`config.mk`:
```
export PLATFORM = sky130hd
export DESIGN_NAME = slip_frame_decoder_with_sum_check
export DESIGN_NICKNAME = d
export VERILOG_FILES = /design/src/rtl/sfd_pkg.sv /design/src/rtl/sfd_front.sv /design/src/rtl/sfd_queue.sv /design/src/rtl/sfd_back.sv /design/src/rtl/slip_frame_decoder_with_sum_check.sv
export SDC_FILE = /design/constraint.sdc
export NUM_CORES = 1
export LEC_CHECK = 0
export ABC_AREA = 1
export BUFFER_PORTS_ARGS = -buffer_cell sky130_fd_sc_hd__buf_4
export CORE_UTILIZATION = 55
export DETAILED_ROUTE_END_ITERATION = 8
export PLACE_DENSITY_LB_ADDON = 0.2
export SYNTH_ARGS = -nofsm -noshare
export SYNTH_HDL_FRONTEND = slang
export SYNTH_SLANG_ARGS = --single-unit
```
`constraint.sdc`:
```
create_clock -name clk -period 4.2 [get_ports clk]
set_input_delay 1.05 -clock clk [delete_from_list [all_inputs] [get_ports clk]]
set_output_delay 1.05 -clock clk [all_outputs]
set_load 0.005 [all_outputs]
```
`src/rtl/sfd_pkg.sv`:
```
// Shared types, codes and sizes for the SLIP frame decoder.
`default_nettype none
package sfd_pkg;

    // SLIP framing characters
    localparam logic [7:0] SLIP_END     = 8'hC0;
    localparam logic [7:0] SLIP_ESC     = 8'hDB;
    localparam logic [7:0] SLIP_ESC_END = 8'hDC;
    localparam logic [7:0] SLIP_ESC_ESC = 8'hDD;

    // Sizes
    localparam int unsigned CFG_LEN_W         = 13;
    localparam int unsigned CFG_LEN_RESET     = 4096;
    localparam int unsigned MAX_FRAME_BYTES_D = 4096;
    localparam int unsigned TAIL_BYTES        = 4;
    localparam int unsigned SUM_W             = 32;
    localparam int unsigned QUEUE_DEPTH       = 2;
    localparam int unsigned QUEUE_PTR_W       = (QUEUE_DEPTH > 1) ? $clog2(QUEUE_DEPTH) : 1;
    localparam int unsigned QUEUE_CNT_W       = $clog2(QUEUE_DEPTH + 1);

    // Frame status codes
    typedef enum logic [1:0] {
        ST_OK       = 2'd0,
        ST_MISMATCH = 2'd1,
        ST_SHORT    = 2'd2,
        ST_OVERFLOW = 2'd3
    } frame_status_t;

    // Kind of work handed from the front part to the back part
    typedef enum logic {
        CMD_DATA = 1'b0,
        CMD_END  = 1'b1
    } cmd_kind_t;

    typedef struct packed {
        cmd_kind_t  kind;
        logic [7:0] data;
    } slip_cmd_t;

endpackage
`default_nettype wire

```
`src/rtl/sfd_front.sv`:
```
// Front part: accepts link words, removes escapes and classifies them.
`default_nettype none
module sfd_front (
    input  wire                 clk,
    input  wire                 rst_n,
    input  wire                 in_fire,
    input  wire  [7:0]          link_byte,
    output logic                push,
    output sfd_pkg::slip_cmd_t  cmd
);
    import sfd_pkg::*;

    logic escape_reg;
    logic escape_next;

    // Decode the word against the escape state
    always_comb
    begin
        escape_next = escape_reg;
        push        = 1'b0;
        cmd.kind    = CMD_DATA;
        cmd.data    = link_byte;
        if (in_fire)
        begin
            if (escape_reg)
            begin
                escape_next = 1'b0;
                unique case (link_byte)
                    SLIP_ESC_END:
                    begin
                        push     = 1'b1;
                        cmd.data = SLIP_END;
                    end
                    SLIP_ESC_ESC:
                    begin
                        push     = 1'b1;
                        cmd.data = SLIP_ESC;
                    end
                    default:
                    begin
                        push = 1'b0;
                    end
                endcase
            end
            else
            begin
                unique case (link_byte)
                    SLIP_ESC:
                    begin
                        escape_next = 1'b1;
                    end
                    SLIP_END:
                    begin
                        push     = 1'b1;
                        cmd.kind = CMD_END;
                        cmd.data = 8'd0;
                    end
                    default:
                    begin
                        push = 1'b1;
                    end
                endcase
            end
        end
    end

    // Hold the escape state
    always_ff @(posedge clk or negedge rst_n)
    begin
        if (!rst_n)
            escape_reg <= 1'b0;
        else
            escape_reg <= escape_next;
    end

endmodule
`default_nettype wire

```
`src/rtl/sfd_queue.sv`:
```
// Short command queue between the front and back parts.
`default_nettype none
module sfd_queue (
    input  wire                      clk,
    input  wire                      rst_n,
    input  wire                      push,
    input  wire sfd_pkg::slip_cmd_t  push_cmd,
    output logic                     full,
    input  wire                      pop,
    output logic                     not_empty,
    output sfd_pkg::slip_cmd_t       head_cmd
);
    import sfd_pkg::*;

    slip_cmd_t              entry_reg [QUEUE_DEPTH];
    logic [QUEUE_PTR_W-1:0] wr_ptr_reg;
    logic [QUEUE_PTR_W-1:0] wr_ptr_next;
    logic [QUEUE_PTR_W-1:0] rd_ptr_reg;
    logic [QUEUE_PTR_W-1:0] rd_ptr_next;
    logic [QUEUE_CNT_W-1:0] count_reg;
    logic [QUEUE_CNT_W-1:0] count_next;

    assign full      = (count_reg == QUEUE_CNT_W'(QUEUE_DEPTH));
    assign not_empty = (count_reg != '0);
    assign head_cmd  = entry_reg[rd_ptr_reg];

    // Advance pointers and fill level
    always_comb
    begin
        wr_ptr_next = wr_ptr_reg;
        rd_ptr_next = rd_ptr_reg;
        count_next  = count_reg;
        if (push)
            wr_ptr_next = (wr_ptr_reg == QUEUE_PTR_W'(QUEUE_DEPTH - 1)) ? '0
                                                                        : wr_ptr_reg + 1'b1;
        if (pop)
            rd_ptr_next = (rd_ptr_reg == QUEUE_PTR_W'(QUEUE_DEPTH - 1)) ? '0
                                                                        : rd_ptr_reg + 1'b1;
        if (push && !pop)
            count_next = count_reg + 1'b1;
        else if (pop && !push)
            count_next = count_reg - 1'b1;
    end

    always_ff @(posedge clk or negedge rst_n)
    begin
        if (!rst_n)
        begin
            wr_ptr_reg <= '0;
            rd_ptr_reg <= '0;
            count_reg  <= '0;
        end
        else
        begin
            wr_ptr_reg <= wr_ptr_next;
            rd_ptr_reg <= rd_ptr_next;
            count_reg  <= count_next;
        end
    end

    // Store the pushed word
    always_ff @(posedge clk)
    begin
        if (push)
            entry_reg[wr_ptr_reg] <= push_cmd;
    end

endmodule
`default_nettype wire

```
`src/rtl/sfd_back.sv`:
```
// Back part: frame counting, sum check and the registered result stage.
`default_nettype none
module sfd_back #(
    parameter int unsigned MAX_FRAME_BYTES = sfd_pkg::MAX_FRAME_BYTES_D
) (
    input  wire                            clk,
    input  wire                            rst_n,
    input  wire  [sfd_pkg::CFG_LEN_W-1:0]  frame_len_cfg,
    input  wire                            cmd_valid,
    input  wire sfd_pkg::slip_cmd_t        cmd,
    output logic                           cmd_pop,
    output logic                           out_valid,
    input  wire                            out_ready,
    output logic [7:0]                     byte_value,
    output logic                           is_frame_end,
    output logic [1:0]                     frame_status
);
    import sfd_pkg::*;

    localparam int unsigned CNT_W = $clog2(MAX_FRAME_BYTES + 1);
    localparam int unsigned LIM_W = (CNT_W > CFG_LEN_W) ? CNT_W : CFG_LEN_W;

    logic [CNT_W-1:0] count_reg;
    logic [CNT_W-1:0] count_next;
    logic [SUM_W-1:0] prefix_reg;
    logic [SUM_W-1:0] prefix_next;
    logic [SUM_W-1:0] tail_reg;
    logic [SUM_W-1:0] tail_next;
    logic             ovf_reg;
    logic             ovf_next;
    logic             out_valid_reg;
    logic             out_valid_next;
    logic [7:0]       byte_reg;
    logic             end_reg;
    frame_status_t    status_reg;
    logic             load_out;
    logic [7:0]       byte_out;
    logic             end_out;
    frame_status_t    status_out;
    logic [LIM_W-1:0] limit;
    logic             full_frame;

    // Clamp the configured length to the build maximum
    always_comb
    begin
        if (LIM_W'(frame_len_cfg) > LIM_W'(MAX_FRAME_BYTES))
            limit = LIM_W'(MAX_FRAME_BYTES);
        else
            limit = LIM_W'(frame_len_cfg);
    end

    assign full_frame = (LIM_W'(count_reg) >= limit);
    assign cmd_pop    = cmd_valid && (!out_valid_reg || out_ready);

    // Frame state and result selection. The prefix register holds the sum of
    // all bytes that have left the four-byte tail window, so it equals the
    // running sum minus the tail bytes.
    always_comb
    begin
        count_next  = count_reg;
        prefix_next = prefix_reg;
        tail_next   = tail_reg;
        ovf_next    = ovf_reg;
        load_out    = 1'b0;
        byte_out    = cmd.data;
        end_out     = 1'b0;
        status_out  = ST_OK;
        if (cmd_pop)
        begin
            unique case (cmd.kind)
                CMD_DATA:
                begin
                    if (full_frame)
                    begin
                        ovf_next = 1'b1;
                    end
                    else
                    begin
                        load_out    = 1'b1;
                        count_next  = count_reg + 1'b1;
                        prefix_next = prefix_reg + SUM_W'(tail_reg[7:0]);
                        tail_next   = {cmd.data, tail_reg[SUM_W-1:8]};
                    end
                end
                CMD_END:
                begin
                    load_out = 1'b1;
                    byte_out = 8'd0;
                    end_out  = 1'b1;
                    if (ovf_reg)
                        status_out = ST_OVERFLOW;
                    else if (count_reg < CNT_W'(TAIL_BYTES))
                        status_out = ST_SHORT;
                    else if (prefix_reg == tail_reg)
                        status_out = ST_OK;
                    else
                        status_out = ST_MISMATCH;
                    count_next  = '0;
                    prefix_next = '0;
                    tail_next   = '0;
                    ovf_next    = 1'b0;
                end
                default:
                begin
                    load_out = 1'b0;
                end
            endcase
        end
    end

    // Output register: load a new result or drop the taken one
    always_comb
    begin
        if (load_out)
            out_valid_next = 1'b1;
        else if (out_ready)
            out_valid_next = 1'b0;
        else
            out_valid_next = out_valid_reg;
    end

    always_ff @(posedge clk or negedge rst_n)
    begin
        if (!rst_n)
        begin
            count_reg     <= '0;
            prefix_reg    <= '0;
            tail_reg      <= '0;
            ovf_reg       <= 1'b0;
            out_valid_reg <= 1'b0;
        end
        else
        begin
            count_reg     <= count_next;
            prefix_reg    <= prefix_next;
            tail_reg      <= tail_next;
            ovf_reg       <= ovf_next;
            out_valid_reg <= out_valid_next;
        end
    end

    always_ff @(posedge clk)
    begin
        if (load_out)
        begin
            byte_reg   <= byte_out;
            end_reg    <= end_out;
            status_reg <= status_out;
        end
    end

    assign out_valid    = out_valid_reg;
    assign byte_value   = byte_reg;
    assign is_frame_end = end_reg;
    assign frame_status = status_reg;

endmodule
`default_nettype wire

```
`src/rtl/slip_frame_decoder_with_sum_check.sv`:
```
// Top level of the SLIP frame decoder with trailing sum check.
`default_nettype none
// Takes one raw link word per cycle while in_ready is high and removes
// SLIP framing. Each decoded byte comes out as a data result; END gives a
// frame-end result whose status is ok, checksum mismatch (last four bytes,
// little-endian, differ from the sum of the earlier bytes), too short (under
// four bytes) or overflow (bytes beyond max_frame_len were dropped; this
// wins over the others). Words that yield no result (ESC, a bad escape pair,
// overflow drops) are still accepted. The front decoder writes a two-entry
// command queue at the accepting edge; when the output register is free or
// being taken, the back part pops the queue head, updates the frame state
// and loads the output register. in_ready drops only when that queue is full.
// max_frame_len may be written only while the block is idle; cfg_ready is
// always high.
module slip_frame_decoder_with_sum_check #(
    parameter int unsigned MAX_FRAME_BYTES = sfd_pkg::MAX_FRAME_BYTES_D
) (
    input  wire                            clk,
    input  wire                            rst_n,
    input  wire                            cfg_valid,
    output logic                           cfg_ready,
    input  wire  [sfd_pkg::CFG_LEN_W-1:0]  max_frame_len,
    input  wire                            in_valid,
    output logic                           in_ready,
    input  wire  [7:0]                     link_byte,
    output logic                           out_valid,
    input  wire                            out_ready,
    output logic [7:0]                     byte_value,
    output logic                           is_frame_end,
    output logic [1:0]                     frame_status
);
    import sfd_pkg::*;

    logic [CFG_LEN_W-1:0] frame_len_reg;
    logic                 in_fire;
    logic                 q_push;
    logic                 q_full;
    logic                 q_pop;
    logic                 q_not_empty;
    slip_cmd_t            front_cmd;
    slip_cmd_t            head_cmd;

    // Hold the frame length register
    assign cfg_ready = 1'b1;

    always_ff @(posedge clk or negedge rst_n)
    begin
        if (!rst_n)
            frame_len_reg <= CFG_LEN_W'(CFG_LEN_RESET);
        else if (cfg_valid && cfg_ready)
            frame_len_reg <= max_frame_len;
    end

    assign in_ready = !q_full;
    assign in_fire  = in_valid && in_ready;

    sfd_front u_front (
        .clk       (clk),
        .rst_n     (rst_n),
        .in_fire   (in_fire),
        .link_byte (link_byte),
        .push      (q_push),
        .cmd       (front_cmd)
    );

    sfd_queue u_queue (
        .clk       (clk),
        .rst_n     (rst_n),
        .push      (q_push),
        .push_cmd  (front_cmd),
        .full      (q_full),
        .pop       (q_pop),
        .not_empty (q_not_empty),
        .head_cmd  (head_cmd)
    );

    sfd_back #(
        .MAX_FRAME_BYTES (MAX_FRAME_BYTES)
    ) u_back (
        .clk           (clk),
        .rst_n         (rst_n),
        .frame_len_cfg (frame_len_reg),
        .cmd_valid     (q_not_empty),
        .cmd           (head_cmd),
        .cmd_pop       (q_pop),
        .out_valid     (out_valid),
        .out_ready     (out_ready),
        .byte_value    (byte_value),
        .is_frame_end  (is_frame_end),
        .frame_status  (frame_status)
    );

`ifndef NO_ASSERTIONS
    // Never push into a full queue
    a_no_push_when_full: assert property (@(posedge clk) disable iff (!rst_n)
        !(q_push && q_full))
        else $error("command pushed into full queue");

    // Never pop an empty queue
    a_no_pop_when_empty: assert property (@(posedge clk) disable iff (!rst_n)
        q_pop |-> q_not_empty)
        else $error("command popped from empty queue");

    // Frame-end results carry a zero byte
    a_end_byte_zero: assert property (@(posedge clk) disable iff (!rst_n)
        (out_valid && is_frame_end) |-> (byte_value == 8'd0))
        else $error("frame-end result with nonzero byte");

    // Data results carry ok status
    a_data_status_ok: assert property (@(posedge clk) disable iff (!rst_n)
        (out_valid && !is_frame_end) |-> (frame_status == ST_OK))
        else $error("data result with nonzero status");
`endif

endmodule
`default_nettype wire

```
# Yosys cells after proc, flatten, opt, wreduce, memory -nomap -nowiden
# Memory sizes are Yosys's and may differ from the RTL's.
# Index checks and enable logic that the tools add are counted.
dict set report classes {
  addsub 6
  order_cmp 3
  n_eq_ne 8
  mux 37
  bitwise_logic 1
  reduce_logical 16
}
# cell n
set ops {}
lappend ops {{$pmux W32 S2} 2}
lappend ops {{$mux W32} 2}
lappend ops {{$add A32 B8 Y32} 1}
lappend ops {{$eq A32 B32 Y1} 1}
lappend ops {{$eq A8 B8 Y1 const B} 4}
lappend ops {{$mux W13} 2}
lappend ops {{$pmux W13 S2} 1}
lappend ops {{$mux W8} 3}
lappend ops {{$mux W1} 18}
lappend ops {{$mux W9} 2}
lappend ops {{$pmux W8 S2} 1}
lappend ops {{$add A13 B1 Y13 const B} 1}
lappend ops {{$ge A13 B13 Y1} 1}
lappend ops {{$gt A13 B13 Y1 const B} 1}
lappend ops {{$lt A13 B3 Y1 const B} 1}
lappend ops {{$mux W2} 4}
lappend ops {{$reduce_and A2 Y1} 3}
lappend ops {{$reduce_bool A2 Y1} 3}
lappend ops {{$logic_and A1 B1 Y1} 4}
lappend ops {{$logic_not A1 Y1} 4}
lappend ops {{$pmux W1 S2} 2}
lappend ops {{$add A1 B1 Y1 const B} 2}
lappend ops {{$add A2 B1 Y2 const B} 1}
lappend ops {{$eq A2 B2 Y1 const B} 1}
lappend ops {{other kinds (6)} 6}
dict set report totals {
  ff_bits 108
  mem_bits_rw 18
  input_bits 26
  out_inout_bits 14
  n_memories 1
}
# memory depth width read_ports rd_ports_with_merged_regs wr line
set memory_table {}
lappend memory_table {u_queue.entry_reg 2 9 1 0 1 sfd_queue.sv:15} ;# slip_cmd_t entry_reg [QUEUE_DEPTH];

# Logic depth before layout (Yosys ltp)
dict set report depth {
  word_depth 9
  ltp_mapped 19
  depth_no_buf 17
}

# By module
# From an unflattened synthesis, not the netlist that was laid out.
dict set report unflattened {
  hier_cells 969
  area_unflattened_um2 7305.8
}
# module instances cells_per_inst area_each_um2
set by_module_without_submodules {}
lappend by_module_without_submodules {sfd_back 1 814 5688.0}
lappend by_module_without_submodules {sfd_queue 1 53 893.4}
lappend by_module_without_submodules {slip_frame_decoder_with_sum_check 1 60 518.0}
lappend by_module_without_submodules {sfd_front 1 42 206.4}

# Worst setup path before layout
# No wires, ideal clock.
dict set report synth_timing {
  kind {reg2reg}
  start {reg frame_len_reg[12]}
  end {reg u_back.byte_reg[0], in the netlist u_back.byte_value[0] (enable)}
  setup_time_ns 0.305
  arrival_ns 2.171
  required_time_ns 3.895
  path_slack_ns 1.724
  path_stages_with_launch 15
  n_path_buf 2
  path_cell_list {dfstp_2 inv_1 a21oi_1 clkinv_1 nand2_1 ha_1 nand2_1 inv_1 o21ai_1 nand2_1 a21oi_2 nand4_2 nand2_2 buf_6 buf_6}
}
dict set report synth_via {
  elab_chain_cells 6
}
# element line
set synth_rtl {}
lappend synth_rtl {{start, declared} slip_frame_decoder_with_sum_check.sv:34} ;# logic [CFG_LEN_W-1:0] frame_len_reg;
lappend synth_rtl {{start signal, assigned} slip_frame_decoder_with_sum_check.sv:49} ;# frame_len_reg <= CFG_LEN_W'(CFG_LEN_RESET);
lappend synth_rtl {{start signal, assigned} slip_frame_decoder_with_sum_check.sv:51} ;# frame_len_reg <= max_frame_len;
lappend synth_rtl {{$gt A13 B13 Y1} sfd_back.sv:46} ;# if (LIM_W'(frame_len_cfg) > LIM_W'(MAX_FRAME_BYTES))
lappend synth_rtl {{$mux W13 (*)} sfd_back.sv:46}
lappend synth_rtl {{$ge A13 B13 Y1 (*)} sfd_back.sv:52} ;# assign full_frame = (LIM_W'(count_reg) >= limit);
lappend synth_rtl {{$mux W1 (*)} sfd_back.sv:73} ;# if (full_frame)
lappend synth_rtl {{$pmux W1 S2 (*)} sfd_back.sv:70} ;# unique case (cmd.kind)
lappend synth_rtl {{$mux W1 (*)} sfd_back.sv:68} ;# if (cmd_pop)
lappend synth_rtl {{named net u_back.load_out} sfd_back.sv:36} ;# logic load_out;
lappend synth_rtl {{end signal, assigned} sfd_back.sv:146} ;# byte_reg <= byte_out;
lappend synth_rtl {{end, declared} sfd_back.sv:33} ;# logic [7:0] byte_reg;
# The timed path passes the listed nets; every way through them passes the cells marked *.
# A chain may end at the register's enable or synchronous reset.

# Final worst setup path
dict set report layout_timing {
  start {reg frame_len_reg[12]}
  end {reg u_back.prefix_reg[10]}
}
dict set report layout_via {
  elab_chain_cells 5
}
# element line
set layout_rtl {}
lappend layout_rtl {{$gt A13 B13 Y1} sfd_back.sv:46}
lappend layout_rtl {{$mux W13 (*)} sfd_back.sv:46}
lappend layout_rtl {{$ge A13 B13 Y1 (*)} sfd_back.sv:52}
lappend layout_rtl {{$ne A2 B2 Y1 (no line) (*)} -}
lappend layout_rtl {{$reduce_and A2 Y1 (no line) (*)} -}
lappend layout_rtl {{end signal, assigned} sfd_back.sv:135} ;# prefix_reg <= prefix_next;
lappend layout_rtl {{end, declared} sfd_back.sv:25} ;# logic [SUM_W-1:0] prefix_reg;
# Every way passes the cells marked *; elsewhere a longest branch is shown, timed or not.

==> flow_metrics.py <==
metrics = {
    "run_status": {
        "status": "completed",
    },
    "clock_tree": {
        "cts-buffers-inserted": 17,
        "clockBufferDepth": 2,
        "cts_resized": 0,
        "cts.sinks": 126,
        "postCtsHoldBufs": 0,
        "ctsRootBufferMaster": "clkbuf_16",
        "cts_tree": "built",
        "cts_setup_buffers": 0,
        "path_clk_slew_ps": 60,
        "htree_levels": 4,
        "insertion_delay_ps": 420,
    },
    "floorplan": {
        "fp.dieH_um": 117,
        "die_w_um": 117,
        "start_util_pct": 57.0,
        "num_rows": 41,
        "pin_count": 40,
        "die-area_sq_um": 13700,
        "coreArea_sq_um": 12800,
    },
    "timing": {
        "hold_viol": 0,
        "finClkSkew_ps": 7.92,
        "setup_violations": 0,
        "drv_slew": 0,
        "worst_pin_slew_ps": 762,
        "slew_headroom_pct": 49.0,
        "fin_crit_ps": 3130,
        "post-route-period-util_pct": 74.6,
        "max_freq_mhz": 319,
        "grt_setup_unrepaired": "false",
        "fin_setup_tns_ps": 0,
    },
    "setup_path": {
        "end_kind": "flop",
        "critPathMaxFanout": 37,
        "cp.required_ps": 4490,
        "startpoint_type": "flop",
        "arrival_ps": 3420,
        "r2r_slack_ps": 1070,
        "timing.rr.end": "u_back.prefix_reg[10]$_DFFE_PN0P_",
        "r2r_cells": 16,
        "worstSetupStartpoint": "frame_len_reg[12]$_DFFE_PN1P_",
        "crit_type": "reg -> reg",
        "setup.worst_path.end": "u_back.prefix_reg[10]$_DFFE_PN0P_",
        "timing.rr.start": "frame_len_reg[12]$_DFFE_PN1P_",
    },
    "grt": {
        "grt_pass1_vias": 5636,
        "grt_max_degree": 64,
        "use_met3_pct": 6.13,
        "grtUsageMet1_pct": 34.9,
        "antenna_found_initial": 0,
        "top_usage_layer": "met2",
        "grt.overflow.total": 0,
        "grtUsageTotal_pct": 26.6,
        "use_met2_pct": 43.7,
        "grt_pass1_wl_um": 27300,
    },
    "detailed_routing": {
        "drt_iter0_drc": 377,
        "drc": 0,
        "wl_um": 16600,
        "wl_per_cell_um": 14.1,
        "via_per_inst": 5.26,
        "firstDrtPassIters": 5,
        "vias": 6175,
        "ant_nets": 0,
    },
    "placement": {
        "port_buffers": 38,
        "place_area_sq_um": 7640,
        "dp_hpwl_um": 11700,
        "dp_cells": 1142,
        "place.gp.congestion": 0.894,
    },
    "power": {
        "power_density_nw_per_um2": 604,
        "p_leak_uw": 0.00407,
        "ir_drop_mv": 0.422,
    },
    "finish": {
        "fill_cells": 1103,
        "drive_above_1_share_pct": 9.58,
        "fin_nets": 1039,
        "area_delta_synth_final_pct": 13.1,
        "finish.utilization_pct": 64.5,
        "fin_cells": 1174,
        "design_area_sq_um": 8230,
        "num_antenna_cells": 0,
    },
    "logic_synthesis": {
        "avgSynthCellArea_sq_um": 7.62,
        "syn_nets": 1005,
        "ys_ff_latch": 126,
        "ys_types": 36,
        "synth_cells": 955,
        "ys_seq_area_share_pct": 45.3,
        "synth_area_sq_um": 7280,
        "ys.warnings.count": 0,
    },
    "flow_run": {
        "max_cap_violations": 0,
    },
    "min_path": {
        "worstHoldPathType": "reg -> reg",
        "min_from": "u_back.prefix_reg[3]$_DFFE_PN0P_",
    },
}
## worst max-delay path, stage by stage (launching register included)
cell,delay [ps]
dfstp_2,510
inv_1,70
a21oi_1,190
clkinv_1,280
nand2_1,140
ha_1,260
nand2_1,80
inv_1,40
o21ai_1,110
nand2_1,80
a21oi_2,140
nand3_1,130
nand2_1,100
nand2_2,290
buf_4,380
nand2_1,90
o21ai_0,70
## metrics by stage
step,power [uW],setup WS [ps],hold WS (ps)
5_1_grt,5270,681,503
6_report,4970,1070,476
3_3_place_gp,3450,1120,458
3_5_place_dp,3480,1090,466
4_1_cts,5000,1080,478
2_1_floorplan,3040,1720,442
## cell usage in the layout, fill, tap and decap left out, drive strengths merged, types with 3 or more instances in the layout
| cell | n |
|---|---|
| nand3b | 3 |
| nand3 | 55 |
| mux2 | 4 |
| ha | 23 |
| dfrtp | 96 |
| nand4 | 19 |
| a21oi | 27 |
| bufinv | 3 |
| clkbuf | 19 |
| xnor2 | 14 |
| buf | 46 |
| inv | 108 |
| clkinv | 7 |
| nand2 | 336 |
| edfxtp | 29 |
| nor2 | 101 |
| nor4 | 3 |
| mux2i | 8 |
| nor3 | 22 |
| o21ai | 58 |
| xor2 | 15 |
## cells by family (layout without fill, tap and decap cells)
family / Yosys count / count (layout) / share of synthesized area, %
simple gates: 540 / 540 / 30.6
compound gates: 86 / 86 / 6.17
fa+ha+maj: 24 / 24 / 4.23
flops: 126 / 126 / 45.3
other cells: 1 / 1 / 0.0515
buf+inv: 137 / 184 / 8.44
mux: 12 / 12 / 1.72
xor+xnor: 29 / 29 / 3.49
## Yosys cell counts
master	n	share of area, %
nand2_1	332	17
clkinv_1	1	0.052
or2_2	1	0.086
inv_2	3	0.15
buf_6	11	1.7
mux2i_1	8	1.1
nor3_1	20	1.4
nand4_2	1	0.17
nand3_1	55	3.8
inv_1	102	5.3
xnor2_1	14	1.7
dfrtp_1	96	33
nor2_4	1	0.15
a21oi_1	25	1.7
a21oi_2	2	0.24
buf_2	6	0.41
nand2_2	4	0.34
clkbuf_2	2	0.14
o22ai_2	1	0.17
xor2_1	15	1.8
nor4_1	3	0.26
nor2_1	100	5.2
o21ai_1	17	1.2
fa_1	1	0.28
edfxtp_1	29	12
buf_4	2	0.21
nand4_1	18	1.5
conb_1	1	0.052
mux2_2	4	0.62
o21ai_2	1	0.12
clkbuf_1	10	0.52
dfstp_2	1	0.36
nand3b_1	3	0.31
ha_1	23	4.0
o21ai_0	40	2.8
nor3_2	2	0.28
## worst min path at each step
stage                                             to  depth (start not counted)
floorplan            u_back.tail_reg[13]$_DFFE_PN0P_                          2
finish              u_back.prefix_reg[3]$_DFFE_PN0P_                          2
global placement     u_back.tail_reg[17]$_DFFE_PN0P_                          2
detailed placement  u_back.prefix_reg[3]$_DFFE_PN0P_                          2
CTS                 u_back.prefix_reg[3]$_DFFE_PN0P_                          2
global route          u_back.tail_reg[6]$_DFFE_PN0P_                          2
## metal layers
| metal | part of all wire (%) | up-vias |
|---|---|---|
| met5 | 0 | - |
| met4 | 1.6 | 0 |
| met3 | 4.9 | 24 |
| met2 | 48 | 149 |
| met1 | 46 | 2898 |
| li1 | - | 3104 |
## final cells by class
type	instances	area, sq um	share of cell area [%]
clock buffer	19	433	5.26
inverter	106	398	4.83
multi-input combinational	692	3370	40.9
timing repair buffer	46	358	4.35
tap	172	215	2.61
sequential	126	3300	40.1
clock inverter	13	164	1.99
## report_power, final
part	leakage [uW]	internal [uW]	switching, uW	total (uW)
Clock	0.000290	936	564	1500
Sequential	0.00158	1590	232	1820
Combinational	0.00220	580	1070	1650
No activity file was read; power rests on OpenSTA's default activity.
